`src/pfa_pkg.sv`:
```
// ---------------------------------------------------------------------------
// pfa_pkg: shared types and constants of the page frame allocator
// Command, error and status codes, queue entry and per-page record layouts.
// ---------------------------------------------------------------------------
package pfa_pkg;

    // field widths
    localparam int PAGE_W = 14;
    localparam int CMD_W  = 3;
    localparam int ERR_W  = 3;
    localparam int STAT_W = 2;
    localparam int CNT_W  = 16;
    localparam int FREE_W = 15;
    localparam int RSV_W  = 15;
    localparam int SKIP_W = 14;
    localparam int CFG_W  = 15;
    localparam int CFG_IDX_W = 1;

    // default geometry
    localparam int NUM_PAGES_DEF = 16384;
    localparam int Q_DEPTH_DEF   = 2;

    // register indexes and reset values
    localparam logic [CFG_IDX_W-1:0] CFG_RESERVED = 1'd0;
    localparam logic [CFG_IDX_W-1:0] CFG_SKIPPED  = 1'd1;
    localparam logic [RSV_W-1:0]     RESERVED_RST = 15'd1024;
    localparam logic [SKIP_W-1:0]    SKIPPED_RST  = 14'd16383;

    // commands
    localparam logic [CMD_W-1:0] CMD_INIT   = 3'd0;
    localparam logic [CMD_W-1:0] CMD_ALLOC  = 3'd1;
    localparam logic [CMD_W-1:0] CMD_FREE   = 3'd2;
    localparam logic [CMD_W-1:0] CMD_INCREF = 3'd3;
    localparam logic [CMD_W-1:0] CMD_DECREF = 3'd4;
    localparam logic [CMD_W-1:0] CMD_QUERY  = 3'd5;

    // error codes
    localparam logic [ERR_W-1:0] ERR_OK        = 3'd0;
    localparam logic [ERR_W-1:0] ERR_EMPTY     = 3'd1;
    localparam logic [ERR_W-1:0] ERR_IN_USE    = 3'd2;
    localparam logic [ERR_W-1:0] ERR_UNDERFLOW = 3'd3;
    localparam logic [ERR_W-1:0] ERR_RANGE     = 3'd4;
    localparam logic [ERR_W-1:0] ERR_DOUBLE    = 3'd5;

    // page status codes
    localparam logic [STAT_W-1:0] STAT_USED   = 2'd0;
    localparam logic [STAT_W-1:0] STAT_ZERO   = 2'd1;
    localparam logic [STAT_W-1:0] STAT_LISTED = 2'd2;

    // class of a command, settled in the front end
    typedef enum logic [1:0] {
        OP_INIT,
        OP_ALLOC,
        OP_PAGE,
        OP_RANGE
    } op_kind_t;

    typedef struct packed {
        op_kind_t          kind;
        logic [CMD_W-1:0]  cmd;
        logic [PAGE_W-1:0] page;
    } q_entry_t;

    // back end to front end
    typedef struct packed {
        logic pop;
        logic clearing;
    } back_stat_t;

    typedef struct packed {
        logic [RSV_W-1:0]  reserved;
        logic [SKIP_W-1:0] skipped;
    } cfg_t;

    // per-page record
    typedef struct packed {
        logic             on_list;
        logic [CNT_W-1:0] count;
    } pinfo_t;

    typedef struct packed {
        logic [FREE_W-1:0] free_cnt;
        logic [CNT_W-1:0]  count;
        logic [STAT_W-1:0] status;
        logic [ERR_W-1:0]  err;
        logic [PAGE_W-1:0] page;
    } result_t;

    typedef enum logic [2:0] {
        S_CLEAR,
        S_IDLE,
        S_INIT_WALK,
        S_INIT_SKIP,
        S_ALLOC_STK,
        S_ALLOC_INFO,
        S_PG_EX
    } state_t;

    function automatic logic [STAT_W-1:0] status_of(input pinfo_t info);
        logic [STAT_W-1:0] st;
        if (info.count != '0) begin
            st = STAT_USED;
        end else if (info.on_list) begin
            st = STAT_LISTED;
        end else begin
            st = STAT_ZERO;
        end
        return st;
    endfunction

endpackage

```
`src/pfa_front.sv`:
```
// ---------------------------------------------------------------------------
// pfa_front: command intake and classification
// Accepts input beats, sorts each into a command class and holds it in a
// short queue until the back end takes it.
// ---------------------------------------------------------------------------
module pfa_front
    import pfa_pkg::*;
#(
    parameter int NUM_PAGES = NUM_PAGES_DEF,
    parameter int Q_DEPTH   = Q_DEPTH_DEF
) (
    input  logic              aclk,
    input  logic              aresetn,
    input  logic              s_tvalid,
    output logic              s_tready,
    input  logic [CMD_W-1:0]  in_cmd,
    input  logic [PAGE_W-1:0] in_page,
    input  back_stat_t        bstat,
    output logic              q_valid,
    output q_entry_t          q_head
);

    localparam int QAW = (Q_DEPTH > 1) ? $clog2(Q_DEPTH) : 1;
    localparam int QCW = $clog2(Q_DEPTH + 1);

    q_entry_t         q_mem_reg [Q_DEPTH];
    logic [QAW-1:0]   wr_ptr_reg, wr_ptr_next;
    logic [QAW-1:0]   rd_ptr_reg, rd_ptr_next;
    logic [QCW-1:0]   cnt_reg, cnt_next;
    q_entry_t         entry;
    logic             push;

    // classify the incoming command
    always_comb begin
        entry.cmd  = in_cmd;
        entry.page = in_page;
        if (in_cmd == CMD_INIT) begin
            entry.kind = OP_INIT;
        end else if (in_cmd == CMD_ALLOC) begin
            entry.kind = OP_ALLOC;
        end else if (in_cmd > CMD_QUERY || 32'(in_page) >= NUM_PAGES) begin
            entry.kind = OP_RANGE;
        end else begin
            entry.kind = OP_PAGE;
        end
    end

    assign s_tready = (cnt_reg != QCW'(Q_DEPTH)) && !bstat.clearing;
    assign push     = s_tvalid && s_tready;
    assign q_valid  = (cnt_reg != '0);
    assign q_head   = q_mem_reg[rd_ptr_reg];

    // pointer and fill count update
    always_comb begin
        wr_ptr_next = wr_ptr_reg;
        rd_ptr_next = rd_ptr_reg;
        cnt_next    = cnt_reg;
        if (push) begin
            wr_ptr_next = (wr_ptr_reg == QAW'(Q_DEPTH - 1)) ? '0 : wr_ptr_reg + 1'b1;
        end
        if (bstat.pop) begin
            rd_ptr_next = (rd_ptr_reg == QAW'(Q_DEPTH - 1)) ? '0 : rd_ptr_reg + 1'b1;
        end
        if (push && !bstat.pop) begin
            cnt_next = cnt_reg + 1'b1;
        end else if (!push && bstat.pop) begin
            cnt_next = cnt_reg - 1'b1;
        end
    end

    always_ff @(posedge aclk) begin
        if (!aresetn) begin
            wr_ptr_reg <= '0;
            rd_ptr_reg <= '0;
            cnt_reg    <= '0;
        end else begin
            wr_ptr_reg <= wr_ptr_next;
            rd_ptr_reg <= rd_ptr_next;
            cnt_reg    <= cnt_next;
        end
    end

    // queue storage
    always_ff @(posedge aclk) begin
        if (push) begin
            q_mem_reg[wr_ptr_reg] <= entry;
        end
    end

endmodule

```
`config.mk`:
```
export PLATFORM = sky130hd
export DESIGN_NAME = pfa_front
export DESIGN_NICKNAME = d
export VERILOG_FILES = /design/src/pfa_pkg.sv /design/src/pfa_front.sv
export SDC_FILE = /design/constraint.sdc
export NUM_CORES = 1
export LEC_CHECK = 0
export BUFFER_PORTS_ARGS = -buffer_cell sky130_fd_sc_hd__buf_2
export CAP_MARGIN = 10
export CORE_MARGIN = 3
export CORE_UTILIZATION = 58
export CTS_BUF_LIST = sky130_fd_sc_hd__clkbuf_2
export CTS_CLUSTER_DIAMETER = 150
export DETAILED_ROUTE_END_ITERATION = 12
export HOLD_SLACK_MARGIN = 0.03
export PLACE_DENSITY_LB_ADDON = 0.1
export SLEW_MARGIN = 20
export SYNTH_ARGS = -nofsm -noshare
export SYNTH_HDL_FRONTEND = slang
export SYNTH_SLANG_ARGS = --single-unit
```
`constraint.sdc`:
```
create_clock -name aclk -period 5.2 [get_ports aclk]
set_clock_uncertainty 0.15 [all_clocks]
set_input_delay 0.78 -clock aclk [delete_from_list [all_inputs] [get_ports aclk]]
set_output_delay 0.78 -clock aclk [all_outputs]
set_load 0.01 [all_outputs]
```
==> flow_metrics.tcl <==
set metrics [dict create \
    status "finished, final reports clean" \
    placed_cell_area_um2 1870 \
    regArea_um2 1240 \
    hold_path.class "reg -> reg" \
    synth_area_um2 1630 \
    syn_nets 111 \
    path_clk_slew_ns 0.20 \
    crit_path_end_kind "primary output" \
    ys_ff_latch 43 \
    yosys_warnings 0 \
    htree_levels 2 \
    path_class "reg -> out" \
    core_um2 2570 \
    multi_input_area_um2 369 \
    antenna_found_initial 0 \
    grt_max_degree 20 \
    start_util_pct 63.4 \
    met2_usage_pct 26.2 \
    drcViolationCount 0 \
    ir_drop_mv 0.330 \
    slew_viol_final 0 \
    fill_cells 162 \
    fin_area_um2 1930 \
    drt_first_pass_iters 4 \
    cp_max_fo 19 \
    maxCapViolCount 0 \
    clk_latency_ns 0.40 \
    num_antenna_cells 0 \
    drtIter0Drc 16 \
    cts_sinks 43 \
    grt_pass1_wl_um 3910 \
    yosys.cell_types.count 20 \
    die_w_um 59.0 \
    largest_reg_flops 38 \
    ys_seq_area_share_pct 76.2 \
    grt_usage_pct 16.1 \
    dp_cells 158 \
    post_drt_via_cell_ratio 5.25 \
    worstMarginPinSlew_ns 0.963 \
    met1_usage_pct 18.3 \
    period_share_pct 53.9 \
    numCtsBuffers 5 \
    fin_cells 166 \
    ant_nets 0 \
    top_usage_layer "met2" \
    hold_viol 0 \
    portBuffers 42 \
    max_freq_ghz 0.357 \
    tritoncts "built" \
    setup-violations-final 0 \
    grt.overflow.total 0 \
    root_buffer "clkbuf_2" \
    grt_pass1_vias 877 \
    die_y_um 59.0 \
    ctsResizeCount 0 \
    maxSlewHeadroom_pct 35.5 \
    final.min_clock_period_ns 2.80 \
    io-pin-count 43 \
    area_growth_pct 18.8 \
    rsz0062_at_grt "no" \
    met3_usage_pct 4.58 \
    hpwl_um 1710 \
    holdBufCountCts 0 \
    vias 872 \
    post_cts_buffers 0 \
    syn_inst 88 \
    die_area_um2 3480 \
    nets 158 \
    p_leak_nw 0.749 \
    cts_max_path_buffers 2 \
    fp-row-count 18 \
    startpoint_type "register" \
    place_congestion 0.665 \
    power.density_nw_per_um2 352 \
    synth.avg_cell_area_um2 18.5 \
    fin_setup_tns_ns 0 \
    required_ns 4.27 \
    worstPathArrival_ns 1.87 \
    totalWireLength_um 2530 \
    drive_gt1_share_pct 53.7 \
    drt-wirelength-per-cell_um 15.2 \
]
-- layout by cell type, fill, tap and decap left out, types with 2 or more instances in the layout --
master	count
and2_1	4
buf_2	42
clkbuf_2	5
dfxtp_1	5
edfxtp_1	38
inv_1	2
mux2_2	19
nand2_1	2
o21ai_0	2
or2_2	2
xor2_1	2
-- synth_stat cells --
cell type,number,share of area (%)
buf_2,1,0.31
o21ai_0,2,0.61
and2_1,4,1.5
nor3b_2,1,0.77
inv_1,2,0.46
mux2_2,19,13
a21boi_1,1,0.46
edfxtp_1,38,70
nor2b_1,2,0.77
buf_4,1,0.46
dfxtp_1,5,6.1
nand2b_1,1,0.38
or2_2,2,0.77
xnor2_1,1,0.54
nor2_1,1,0.23
mux2i_1,1,0.61
xor2_1,2,1.1
nand2_1,2,0.46
ha_1,1,0.77
or3_1,1,0.38
-- path summary, 6_finish.rpt --
path,startpoint,endpoint,slack [ns],cells past startpoint
max,register,q_head[7],2.40,2
min,cnt_reg[1],cnt_reg[1],0.37,2
max reg2reg,cnt_reg[0],q_mem_reg[0][10],3.07,3
min reg2reg,cnt_reg[1],cnt_reg[1],0.37,2
-- cells by family after synthesis --
kind of cell	count (synthesis)	share of synthesized area, %
multiplexers	20	13.8
adder cells (fa/ha/maj)	1	0.769
AND/OR/NAND/NOR	14	5.30
XOR/XNOR	3	1.61
AO/OA/AOI/OAI	3	1.08
buffers and inverters	4	1.23
flip-flops	43	76.2
-- through the flow --
stage,power (mW),setup slack (ns),hold WS [ns],utilization [%]
after floorplan,0.466,2.68,0.301,-
after global placement,0.497,2.67,0.323,72.7
after detailed placement,0.500,2.61,0.345,72.7
after CTS,0.686,2.33,0.363,75.3
after global routing,0.706,2.25,0.362,75.3
final,0.680,2.40,0.366,75.3
-- layout make-up --
class / count / share of cell area (%)
Sequential cell: 43 / 64.2
Multi-Input combinational cell: 41 / 19.1
Timing Repair Buffer: 42 / 10.9
Clock inverter: 3 / 2.26
Tap cell: 30 / 1.94
Clock buffer: 5 / 1.29
Inverter: 2 / 0.388
-- worst max-delay path: stages (launching register included) --
cell and delay (ns):
dfxtp_1 0.90, mux2_2 0.42, buf_2 0.14
-- power breakdown --
part	internal (mW)	total, mW	switching [mW]	leakage [nW]
clock network	0.0814	0.189	0.108	0.0429
registers	0.397	0.409	0.0121	0.389
logic	0.0434	0.0824	0.0389	0.317
-- per-layer routing --
| metal | part of all wire (%) | up-vias |
|---|---|---|
| met5 | 0 | - |
| met4 | 2.8 | 0 |
| met3 | 6.3 | 7 |
| met2 | 52 | 31 |
| met1 | 39 | 412 |
| li1 | - | 422 |
No activity file was read; power rests on OpenSTA's default activity.
